### src/design/nprs_pkg.sv
`timescale 1ns / 1ps
package nprs_pkg;

  localparam int unsigned MODE_W = 2;
  localparam int unsigned ADDR_W = 32;
  localparam int unsigned OP_W   = 3;
  localparam int unsigned BYTE_W = 8;
  localparam int unsigned POS_W  = 3;

  localparam int unsigned PAGE_BYTES_DEF = 2048;

  localparam logic [MODE_W-1:0] MODE_REQ    = 2'd0;
  localparam logic [MODE_W-1:0] MODE_STATUS = 2'd1;
  localparam logic [MODE_W-1:0] MODE_DATA   = 2'd2;

  localparam logic [OP_W-1:0] OP_SELECT   = 3'd0;
  localparam logic [OP_W-1:0] OP_CMD      = 3'd1;
  localparam logic [OP_W-1:0] OP_ADDR     = 3'd2;
  localparam logic [OP_W-1:0] OP_DATA     = 3'd3;
  localparam logic [OP_W-1:0] OP_DESELECT = 3'd4;
  localparam logic [OP_W-1:0] OP_ERROR    = 3'd5;

  localparam logic [BYTE_W-1:0] CMD_READ    = 8'h00;
  localparam logic [BYTE_W-1:0] CMD_CONFIRM = 8'h30;

  // position of each result inside an emitted sequence
  localparam logic [POS_W-1:0] POS_HEAD      = 3'd0;
  localparam logic [POS_W-1:0] POS_DESEL     = 3'd1;
  localparam logic [POS_W-1:0] POS_CMD_READ  = 3'd1;
  localparam logic [POS_W-1:0] POS_COL_LO    = 3'd2;
  localparam logic [POS_W-1:0] POS_COL_HI    = 3'd3;
  localparam logic [POS_W-1:0] POS_PAGE_0    = 3'd4;
  localparam logic [POS_W-1:0] POS_PAGE_1    = 3'd5;
  localparam logic [POS_W-1:0] POS_PAGE_2    = 3'd6;
  localparam logic [POS_W-1:0] POS_CMD_CONF  = 3'd7;

  typedef enum logic [1:0] {
    TAIL_NONE,
    TAIL_DESEL,
    TAIL_BURST
  } tail_e;

  // results caused by one accepted transaction: a head result and a tail
  typedef struct packed {
    logic [OP_W-1:0]   head_op;
    logic [BYTE_W-1:0] head_val;
    logic [ADDR_W-1:0] head_idx;
    tail_e             tail;
    logic [ADDR_W-1:0] addr;
  } desc_t;

endpackage

### src/design/nprs_if.sv
`timescale 1ns / 1ps
interface nprs_in_if;
  logic                           valid;
  logic                           ready;
  logic [nprs_pkg::MODE_W-1:0]    mode;
  logic [nprs_pkg::ADDR_W-1:0]    start_address;
  logic [nprs_pkg::ADDR_W-1:0]    byte_count;
  logic                           ready_flag;
  logic [nprs_pkg::BYTE_W-1:0]    flash_byte;

  modport source (output valid, mode, start_address, byte_count, ready_flag, flash_byte,
                  input ready);
  modport sink   (input valid, mode, start_address, byte_count, ready_flag, flash_byte,
                  output ready);
endinterface

interface nprs_out_if;
  logic                        valid;
  logic                        ready;
  logic [nprs_pkg::OP_W-1:0]   operation;
  logic [nprs_pkg::BYTE_W-1:0] byte_value;
  logic [nprs_pkg::ADDR_W-1:0] buffer_index;
  logic                        last;

  modport source (output valid, operation, byte_value, buffer_index, last, input ready);
  modport sink   (input valid, operation, byte_value, buffer_index, last, output ready);
endinterface

### src/design/nprs_ctrl.sv
`timescale 1ns / 1ps
module nprs_ctrl #(
  parameter int unsigned PAGE_BYTES = nprs_pkg::PAGE_BYTES_DEF
) (
  input  logic             clk_i,
  input  logic             rst_ni,
  nprs_in_if.sink          in_i,
  input  logic             free_i,
  output logic             load_o,
  output nprs_pkg::desc_t  desc_o
);
  import nprs_pkg::*;

  localparam int unsigned COL_W = $clog2(PAGE_BYTES);

  localparam logic [1:0] PH_IDLE = 2'd0;
  localparam logic [1:0] PH_WAIT = 2'd1;
  localparam logic [1:0] PH_DATA = 2'd2;

  logic [1:0]        phase_q, phase_d;
  logic [ADDR_W-1:0] cur_q, cur_d;
  logic [ADDR_W-1:0] done_q, done_d;
  logic [ADDR_W-1:0] total_q, total_d;
  logic [ADDR_W-1:0] cur_inc, done_inc;
  logic              accept;
  logic              has_res;

  assign in_i.ready = free_i;
  assign accept     = in_i.valid && free_i;
  assign cur_inc    = cur_q + 32'd1;
  assign done_inc   = done_q + 32'd1;
  assign load_o     = accept && has_res;

  always_comb begin
    phase_d         = phase_q;
    cur_d           = cur_q;
    done_d          = done_q;
    total_d         = total_q;
    has_res         = 1'b1;
    desc_o.head_op  = OP_ERROR;
    desc_o.head_val = '0;
    desc_o.head_idx = '0;
    desc_o.tail     = TAIL_NONE;
    desc_o.addr     = in_i.start_address;
    if (in_i.mode == MODE_REQ && phase_q == PH_IDLE) begin
      desc_o.head_op = OP_SELECT;
      if (in_i.byte_count == '0) begin
        desc_o.tail = TAIL_DESEL;
      end else begin
        desc_o.tail = TAIL_BURST;
        cur_d       = in_i.start_address;
        done_d      = '0;
        total_d     = in_i.byte_count;
        phase_d     = PH_WAIT;
      end
    end else if (in_i.mode == MODE_STATUS && phase_q == PH_WAIT) begin
      has_res = 1'b0;
      if (in_i.ready_flag) begin
        phase_d = PH_DATA;
      end
    end else if (in_i.mode == MODE_DATA && phase_q == PH_DATA) begin
      desc_o.head_op  = OP_DATA;
      desc_o.head_val = in_i.flash_byte;
      desc_o.head_idx = done_q;
      desc_o.addr     = cur_inc;
      done_d          = done_inc;
      cur_d           = cur_inc;
      if (done_inc == total_q) begin
        desc_o.tail = TAIL_DESEL;
        phase_d     = PH_IDLE;
      end else if (cur_inc[COL_W-1:0] == '0) begin
        desc_o.tail = TAIL_BURST;
        phase_d     = PH_WAIT;
      end
    end
  end

  always_ff @(posedge clk_i or negedge rst_ni) begin
    if (!rst_ni) begin
      phase_q <= PH_IDLE;
      cur_q   <= '0;
      done_q  <= '0;
      total_q <= '0;
    end else if (accept) begin
      phase_q <= phase_d;
      cur_q   <= cur_d;
      done_q  <= done_d;
      total_q <= total_d;
    end
  end

endmodule

### src/design/nprs_emit.sv
`timescale 1ns / 1ps
module nprs_emit #(
  parameter int unsigned PAGE_BYTES = nprs_pkg::PAGE_BYTES_DEF
) (
  input  logic             clk_i,
  input  logic             rst_ni,
  input  logic             load_i,
  input  nprs_pkg::desc_t  desc_i,
  output logic             free_o,
  nprs_out_if.source       out_o
);
  import nprs_pkg::*;

  localparam int unsigned COL_W = $clog2(PAGE_BYTES);

  logic              busy_q, busy_d;
  logic [POS_W-1:0]  pos_q, pos_d;
  desc_t             desc_q;
  logic [POS_W-1:0]  last_pos;
  logic              at_last;
  logic [ADDR_W-1:0] col;
  logic [ADDR_W-1:0] page;
  logic [BYTE_W-1:0] burst_val;
  logic [OP_W-1:0]   burst_op;

  assign col  = desc_q.addr & ADDR_W'(PAGE_BYTES - 1);
  assign page = desc_q.addr >> COL_W;

  always_comb begin
    case (desc_q.tail)
      TAIL_DESEL: last_pos = POS_DESEL;
      TAIL_BURST: last_pos = POS_CMD_CONF;
      default:    last_pos = POS_HEAD;
    endcase
  end

  always_comb begin
    burst_op = OP_ADDR;
    case (pos_q)
      POS_CMD_READ: begin
        burst_op  = OP_CMD;
        burst_val = CMD_READ;
      end
      POS_COL_LO:   burst_val = col[7:0];
      POS_COL_HI:   burst_val = col[15:8];
      POS_PAGE_0:   burst_val = page[7:0];
      POS_PAGE_1:   burst_val = page[15:8];
      POS_PAGE_2:   burst_val = page[23:16];
      POS_CMD_CONF: begin
        burst_op  = OP_CMD;
        burst_val = CMD_CONFIRM;
      end
      default:      burst_val = '0;
    endcase
  end

  always_comb begin
    out_o.valid        = busy_q;
    out_o.last         = at_last;
    out_o.operation    = desc_q.head_op;
    out_o.byte_value   = desc_q.head_val;
    out_o.buffer_index = desc_q.head_idx;
    if (pos_q != POS_HEAD) begin
      out_o.buffer_index = '0;
      if (desc_q.tail == TAIL_BURST) begin
        out_o.operation  = burst_op;
        out_o.byte_value = burst_val;
      end else begin
        out_o.operation  = OP_DESELECT;
        out_o.byte_value = '0;
      end
    end
  end

  assign at_last = (pos_q == last_pos);
  assign free_o  = !busy_q || (out_o.ready && at_last);

  always_comb begin
    busy_d = busy_q;
    pos_d  = pos_q;
    if (busy_q && out_o.ready) begin
      if (at_last) begin
        busy_d = 1'b0;
      end else begin
        pos_d = pos_q + 3'd1;
      end
    end
    if (load_i) begin
      busy_d = 1'b1;
      pos_d  = POS_HEAD;
    end
  end

  always_ff @(posedge clk_i or negedge rst_ni) begin
    if (!rst_ni) begin
      busy_q <= 1'b0;
      pos_q  <= POS_HEAD;
    end else begin
      busy_q <= busy_d;
      pos_q  <= pos_d;
    end
  end

  always_ff @(posedge clk_i) begin
    if (load_i) begin
      desc_q <= desc_i;
    end
  end

endmodule

### src/design/nand_page_read_sequencer_unit.sv
`timescale 1ns / 1ps
// Latency: the first result of an accepted transaction is offered the cycle after acceptance.
// Throughput: one transaction per cycle while each gives a single result (data bytes
//   within a page) and out_o.ready is high; one giving n results holds the result register
//   until its last is taken (8 for a page burst, 2 for select/deselect); a status gives none.
// Reset: asynchronous, active low; phase to idle, address and counters to zero.
module nand_page_read_sequencer_unit #(
  parameter int unsigned PAGE_BYTES = nprs_pkg::PAGE_BYTES_DEF
) (
  input  logic        clk_i,
  input  logic        rst_ni,
  nprs_in_if.sink     in_i,
  nprs_out_if.source  out_o
);
  import nprs_pkg::*;

  logic  free;
  logic  load;
  desc_t desc;

  nprs_ctrl #(
    .PAGE_BYTES (PAGE_BYTES)
  ) u_ctrl (
    .clk_i  (clk_i),
    .rst_ni (rst_ni),
    .in_i   (in_i),
    .free_i (free),
    .load_o (load),
    .desc_o (desc)
  );

  nprs_emit #(
    .PAGE_BYTES (PAGE_BYTES)
  ) u_emit (
    .clk_i  (clk_i),
    .rst_ni (rst_ni),
    .load_i (load),
    .desc_i (desc),
    .free_o (free),
    .out_o  (out_o)
  );

  a_load_when_free: assert property (@(posedge clk_i) disable iff (!rst_ni)
    load |-> free)
    else $error("result sequence loaded while emitter busy");

  a_idle_after_last: assert property (@(posedge clk_i) disable iff (!rst_ni)
    (out_o.valid && out_o.ready && out_o.last && !load) |=> !out_o.valid)
    else $error("result offered without a transaction");

  a_index_only_data: assert property (@(posedge clk_i) disable iff (!rst_ni)
    (out_o.valid && out_o.operation != OP_DATA) |-> out_o.buffer_index == '0)
    else $error("buffer index set on a non-data result");

endmodule

### src/flat_wrapper.sv
// flat-port wrapper written by rule: the top's interface ports become plain ports
module nand_page_read_sequencer_unit_flat import nprs_pkg::*;
#(
  parameter int unsigned PAGE_BYTES = nprs_pkg::PAGE_BYTES_DEF
)
  (clk_i, rst_ni, in_i_valid, in_i_mode, in_i_start_address, in_i_byte_count, in_i_ready_flag, in_i_flash_byte, in_i_ready, out_o_valid, out_o_operation, out_o_byte_value, out_o_buffer_index, out_o_last, out_o_ready);
  nprs_in_if in_i_i ();
  nprs_out_if out_o_i ();
  input  logic clk_i;
  input  logic rst_ni;
  input wire logic [$bits(in_i_i.valid)-1:0] in_i_valid;
  input wire logic [$bits(in_i_i.mode)-1:0] in_i_mode;
  input wire logic [$bits(in_i_i.start_address)-1:0] in_i_start_address;
  input wire logic [$bits(in_i_i.byte_count)-1:0] in_i_byte_count;
  input wire logic [$bits(in_i_i.ready_flag)-1:0] in_i_ready_flag;
  input wire logic [$bits(in_i_i.flash_byte)-1:0] in_i_flash_byte;
  output wire logic [$bits(in_i_i.ready)-1:0] in_i_ready;
  output wire logic [$bits(out_o_i.valid)-1:0] out_o_valid;
  output wire logic [$bits(out_o_i.operation)-1:0] out_o_operation;
  output wire logic [$bits(out_o_i.byte_value)-1:0] out_o_byte_value;
  output wire logic [$bits(out_o_i.buffer_index)-1:0] out_o_buffer_index;
  output wire logic [$bits(out_o_i.last)-1:0] out_o_last;
  input wire logic [$bits(out_o_i.ready)-1:0] out_o_ready;
  assign in_i_i.valid = in_i_valid;
  assign in_i_i.mode = in_i_mode;
  assign in_i_i.start_address = in_i_start_address;
  assign in_i_i.byte_count = in_i_byte_count;
  assign in_i_i.ready_flag = in_i_ready_flag;
  assign in_i_i.flash_byte = in_i_flash_byte;
  assign in_i_ready = in_i_i.ready;
  assign out_o_valid = out_o_i.valid;
  assign out_o_operation = out_o_i.operation;
  assign out_o_byte_value = out_o_i.byte_value;
  assign out_o_buffer_index = out_o_i.buffer_index;
  assign out_o_last = out_o_i.last;
  assign out_o_i.ready = out_o_ready;
  nand_page_read_sequencer_unit #(.PAGE_BYTES(PAGE_BYTES)) u_core (.clk_i(clk_i), .rst_ni(rst_ni), .in_i(in_i_i), .out_o(out_o_i));
endmodule
### config.mk
export PLATFORM = sky130hd
export DESIGN_NAME = nand_page_read_sequencer_unit_flat
export DESIGN_NICKNAME = d
export VERILOG_FILES = /design/src/design/nprs_pkg.sv /design/src/design/nprs_if.sv /design/src/design/nprs_ctrl.sv /design/src/design/nprs_emit.sv /design/src/design/nand_page_read_sequencer_unit.sv /design/src/flat_wrapper.sv
export SDC_FILE = /design/constraint.sdc
export NUM_CORES = 1
export LEC_CHECK = 0
export ABC_CLOCK_PERIOD_IN_PS = 5680
export BUFFER_PORTS_ARGS = -buffer_cell sky130_fd_sc_hd__buf_2
export CAP_MARGIN = 10
export CORE_ASPECT_RATIO = 1.2
export CORE_MARGIN = 2
export CORE_UTILIZATION = 55
export CTS_BUF_LIST = sky130_fd_sc_hd__clkbuf_4
export DETAILED_ROUTE_END_ITERATION = 12
export GPL_ROUTABILITY_DRIVEN = 1
export HOLD_SLACK_MARGIN = 0.05
export PLACE_DENSITY = 0.76
export SETUP_SLACK_MARGIN = 0.5
export SYNTH_ARGS = -nofsm -noshare
export SYNTH_HDL_FRONTEND = slang
export SYNTH_SLANG_ARGS = --single-unit
export TNS_END_PERCENT = 50
### constraint.sdc
create_clock -name clk_i -period 5.68 [get_ports clk_i]
set_clock_uncertainty 0.05 [all_clocks]
set_input_delay 1.704 -clock clk_i [delete_from_list [all_inputs] [get_ports clk_i]]
set_output_delay 1.704 -clock clk_i [all_outputs]
set_load 0.005 [all_outputs]
# [Word level (Yosys, flattened, before mapping)]
# Cells that the tools add are included.
[word_totals] regBits=179 word_cells=101 inputBits=79 output_inout_bits=46
[classes] eq_ne=19 n_bitwise=2 muxes=38 n_addsub=3 n_reduce_logical=27
[op_table] operator="$mux W32" count=10
[op_table] operator="$mux W77" count=2
[op_table] operator="$add A32 B1 Y32 const B" count=2
[op_table] operator="$pmux W8 S6" count=1
[op_table] operator="$eq A32 B32 Y1" count=1
[op_table] operator="$logic_not A32 Y1" count=1
[op_table] operator="$mux W2" count=12
[op_table] operator="$mux W8" count=2
[op_table] operator="$mux W3" count=5
[op_table] operator="$eq A3 B3 Y1 const B" count=4
[op_table] operator="$logic_not A11 Y1" count=1
[op_table] operator="$logic_and A1 B1 Y1" count=7
[op_table] operator="$eq A2 B1 Y1 const B" count=3
[op_table] operator="$eq A2 B2 Y1 const B" count=3
[op_table] operator="$eq A3 B2 Y1 const B" count=2
[op_table] operator="$pmux W3 S2" count=1
[op_table] operator="$reduce_bool A2 Y1" count=3
[op_table] operator="$reduce_bool A3 Y1" count=2
[op_table] operator="$mux W1" count=5
[op_table] operator="$reduce_and A5 Y1" count=1
[op_table] operator="$logic_not A2 Y1" count=2
[op_table] operator="$ne A2 B2 Y1 const B" count=2
[op_table] operator="$reduce_and A2 Y1" count=2
[op_table] operator="$reduce_and A4 Y1" count=1
[op_table] operator="other kinds (12)" count=14

# [Depth between registers and ports, before layout]
[depth] depth_word=9 depth_mapped=12 mapped_depth_nobuf=11

# [Hierarchy]
# A second synthesis with hierarchy kept.
[hier_totals] cells_unflattened=1064 area_unflattened_um2=10192.3
[by_module_without_submodules] module="nprs_ctrl" area_per_inst_um2=6932.9 seq_area_each_um2=2452.4 cells_per_inst=857 n_inst=1
[by_module_without_submodules] module="nprs_emit" area_per_inst_um2=3259.4 seq_area_each_um2=2412.3 cells_per_inst=207 n_inst=1

# [Worst setup path after synthesis]
# Ideal clock, no wire load.
[synth_path] path_type="in2reg" startpoint="input out_o_ready" endpoint="register u_core.u_ctrl.done_q[13]" setup_ns=0.110 path_buffers=1 t_arrival_ns=4.694 slack_ns=0.826 required_ns=5.520 path_stages=9 path_cell_list="inv_1 > o21ai_1 > nand3_1 > inv_1 > nand3_1 > clkbuf_1 > o21ai_0 > nand2_1 > o41ai_1"
[synth_via] elab_chain_cells=4
[synth_lines] element="start, declared" line_no="flat_wrapper.sv:23" text="input wire logic [$bits(out_o_i.ready)-1:0] out_o_ready;"
[synth_lines] element="$logic_and A1 B1 Y1" line_no="nprs_emit.sv:76" text="assign free_o = !busy_q || (out_o.ready && at_last);"
[synth_lines] element="$logic_or A1 B1 Y1" line_no="nprs_emit.sv:76"
[synth_lines] element="via in_i_ready" line_no="flat_wrapper.sv:17" text="output wire logic [$bits(in_i_i.ready)-1:0] in_i_ready;"
[synth_lines] element="$logic_and A1 B1 Y1" line_no="nprs_ctrl.sv:29" text="assign accept = in_i.valid && free_i;"
[synth_lines] element="$reduce_and A4 Y1 (no line)"
[synth_lines] element="end signal, assigned" line_no="nprs_ctrl.sv:87" text="done_q <= done_d;"
[synth_lines] element="end, declared" line_no="nprs_ctrl.sv:22" text="logic [ADDR_W-1:0] done_q, done_d;"
# The timed path passes the listed nets, and every way through them passes these cells.
# A chain may end at the register's enable or synchronous reset.

# [Worst setup path after layout]
[layout_path] startpoint="register u_core.u_emit.pos_q[0]" endpoint="output out_o_buffer_index[31]"
[layout_via] elab_chain_cells=2
[layout_lines] element="start, declared" line_no="nprs_emit.sv:17" text="logic [POS_W-1:0] pos_q, pos_d;"
[layout_lines] element="start signal, assigned" line_no="nprs_emit.sv:100" text="pos_q <= pos_d;"
[layout_lines] element="$reduce_bool A3 Y1" line_no="nprs_emit.sv:63" text="if (pos_q != POS_HEAD) begin"
[layout_lines] element="$mux W32" line_no="nprs_emit.sv:63"
[layout_lines] element="end, declared" line_no="flat_wrapper.sv:21" text="output wire logic [$bits(out_o_i.buffer_index)-1:0] out_o_buffer_index;"
# Every way passes these cells.

==> results.txt <==
critical path capture point type: output port
hold path cells: 1
critical path, cell by cell: inv_1 -> ha_1 -> nor2b_2 -> buf_4 -> and2_1 -> buf_2
layout cells sized above 1: 0.1934
Leakage: 4.646 nW
count of different cell masters after synthesis: 63
all-layer global routing usage: 0.2612
HPWL Detailed: 17,680 microns
Final setup viols: 0
R2R Setup Slk: 1.96 ns
RSZ-0062 raised after global routing: no
Rows: 54
syn_area_per_cell: 9.617 sq um
Post-CTS Setup Bufs: 0
Die W: 127.8 microns
setup_tns: 0 ns
Post-synth ARST share: 0.5698
CTS tree: built
fin nets: 1,223
CTS max path bufs: 2
hold_buf cts: 0
PD cells: 304.7 mW/mm^2
Layout fillers: 1,568
root buf cell: clkbuf_4
Hold WS: 0.4952 ns
post-route cell area: 0.01112 sq mm
Slew HR: 0.3300
full die area: 0.01948 sq mm
H-tree level count: 4
starting density of the core: 0.5582
Max Clk Rate: 0.2105 GHz
initial drt markers: 731
hold endpoint: u_core.u_ctrl.total_q[28]
ANT nets after route: 0
TritonCTS Buffers: 17
CP arrival: 3.00 ns
initial antenna violation count: 3
mapped cell area: 0.01011 sq mm
post-DR vias/cell: 6.089
crit-path max FO: 32
most frequent cells in the layout: o21ai_0, buf_2, nand2_1
clk_lat worst skew: 0.59 ns
Post-Synthesis Cells: 1,051
status: completed
fin. max-slew vios: 0
class of the worst hold path: reg2reg
# clock sinks: 179
Ys Warns: 0
Critical Path RT: 3.93 ns
reg2reg start: u_core.u_ctrl.done_q[0]
Area Growth Syn to Fin: 10.04%
Post-DP Area: 0.01084 sq mm
sequential share of the synthesized area: 0.4813
gr ovfl total: 0
first-pass GRT wire length: 40,230 microns
CP Launch Type: flop
final hold vios: 0
routed wire length: 25,140 microns
total power draw: 3.389 mW
clock transition at the registers of the reported paths: 0.14 ns
final worst path period need: 4.750 ns
CP max stage cell: nor2b_2
Max Cap Viol: 0
DR pass1 iterations: 5
Syn Nets: 1,139
Core Footprint: 0.01811 sq mm
# resized after CTS: 0
die height: 152.5 microns
RD Place Congestion: 0.9146
reg2reg path depth: 9
Port Buf Inserts: 124
Synth Flop Type: dfrtp_1
worst-margin pin slew: 0.9959 ns
Reg-to-Reg End: u_core.u_emit.desc_q[33]
drt drc: 0
slowest cell delay on critical path: 0.57 ns
register bit total from synthesis: 179
largest net degree at the start of global routing: 69
DR vias: 8,366
# IOs: 125
vias in the first global route: 7,889
startpoint of the worst hold path: u_core.u_ctrl.total_q[28]
EDFF count, synth: 77
crit share post-route: 0.8363
Crit Path Category: reg2out
maximum VDD drop: 172.9 uV
per-cell routed wire length: 18.30 microns
## cell type report
type | count | area [sq um] | area share
Tap cell | 224 | 280.3 | 0.02520
Multi-Input combinational cell | 784 | 4905 | 0.4410
Antenna cell | 2 | 5.005 | 0.0004500
Timing Repair Buffer | 136 | 725.7 | 0.06525
Clock inverter | 13 | 133.9 | 0.01204
Clock buffer | 19 | 142.6 | 0.01282
Inverter | 17 | 65.06 | 0.005850
Sequential cell | 179 | 4865 | 0.4374
## cells in the mapped netlist, types with 9 or more instances
cell type  count  area (sq um)
xnor2_1       48         420.4
a22oi_1       13         97.59
nand4_1       25         156.4
and2_1        75         469.2
nor4_1        20         125.1
o21ai_0      123         615.6
buf_2         10         50.05
nor2_1        55         206.5
nand3_1       27         135.1
xor2_1        29         254.0
mux2_2        34         382.9
edfxtp_1      77          2312
inv_1         16         60.06
a31oi_1       10         62.56
o31ai_1       15         112.6
o22ai_1       11         68.82
and3_1        20         125.1
a21oi_1       54         270.3
clkbuf_1      57         214.0
nand2_1      120         450.4
dfrtp_1      102          2552
ha_1           9         112.6
nor3_1         9         45.04
## metrics by stage
stage / worst slack [ns] / util / instances
2_1_floorplan: 0.8258 / - / 1051
3_3_place_gp: 1.105 / 0.5987 / 1340
3_5_place_dp: 1.063 / 0.5987 / 1340
4_1_cts: 0.9303 / 0.6139 / 1372
5_1_grt: 0.7766 / 0.6142 / 1374
6_report: 0.9300 / 0.6142 / 1374
## power by group
| group | switching [mW] | total (mW) | internal (mW) |
|---|---|---|---|
| Clock | 0.452 | 0.722 | 0.270 |
| Combinational | 0.573 | 0.953 | 0.381 |
| Sequential | 0.148 | 1.71 | 1.57 |
## critical path, delay by kind of cell, from the launching register on
family,cells,cell delay (ns)
fa+ha+maj,1,0.52
buf+inv,3,0.62
flops,1,0.48
simple gates,2,0.77
## logic make-up (layout without fill, tap and decap cells)
| logic type | count (synthesis) | in the layout | synth area share |
|---|---|---|---|
| and+or+nand+nor | 391 | 391 | 0.2060 |
| buffers and inverters | 88 | 185 | 0.03553 |
| DFF | 179 | 179 | 0.4813 |
| xor gates and xnor gates | 77 | 77 | 0.06672 |
| adders and majority gates | 10 | 10 | 0.01213 |
| other | 0 | 2 | 0 |
| muxes | 38 | 38 | 0.04184 |
| AOI/OAI and AO/OA | 268 | 268 | 0.1565 |
## worst max path at each step
stage,endpoint,cells past startpoint,slack [ns],startpoint
final,out_o_buffer_index[31],6,0.93,u_core.u_emit.pos_q[0]
after global placement,u_core.u_ctrl.cur_q[17],8,1.10,in_i_byte_count[16]
after CTS,out_o_buffer_index[31],6,0.93,u_core.u_emit.pos_q[0]
after global routing,out_o_buffer_index[29],6,0.78,u_core.u_emit.pos_q[0]
after detailed placement,u_core.u_ctrl.cur_q[17],8,1.06,in_i_byte_count[16]
after floorplan,u_core.u_ctrl.done_q[13],9,0.83,out_o_ready
## flip-flops by register name (all words and copies together) (netlist names)
register	cells
u_core.u_emit.desc_q	66
u_core.u_ctrl.cur_q	32
u_core.u_ctrl.done_q	32
u_core.u_ctrl.total_q	32
u_core.u_emit.col	11
u_core.u_emit.pos_q	3
u_core.u_ctrl.phase_q	2
u_core.u_emit.out_o.valid	1
## metal layers
metal  GRT usage  routed length, microns  up-vias
met5           0                      11        -
met2      0.4316                   12310      327
met1      0.3446                   10640     3996
li1            -                       -     3987
met4      0.1041                     744        2
met3     0.04178                    1438       54
Power figures use the tool's default switching activity.
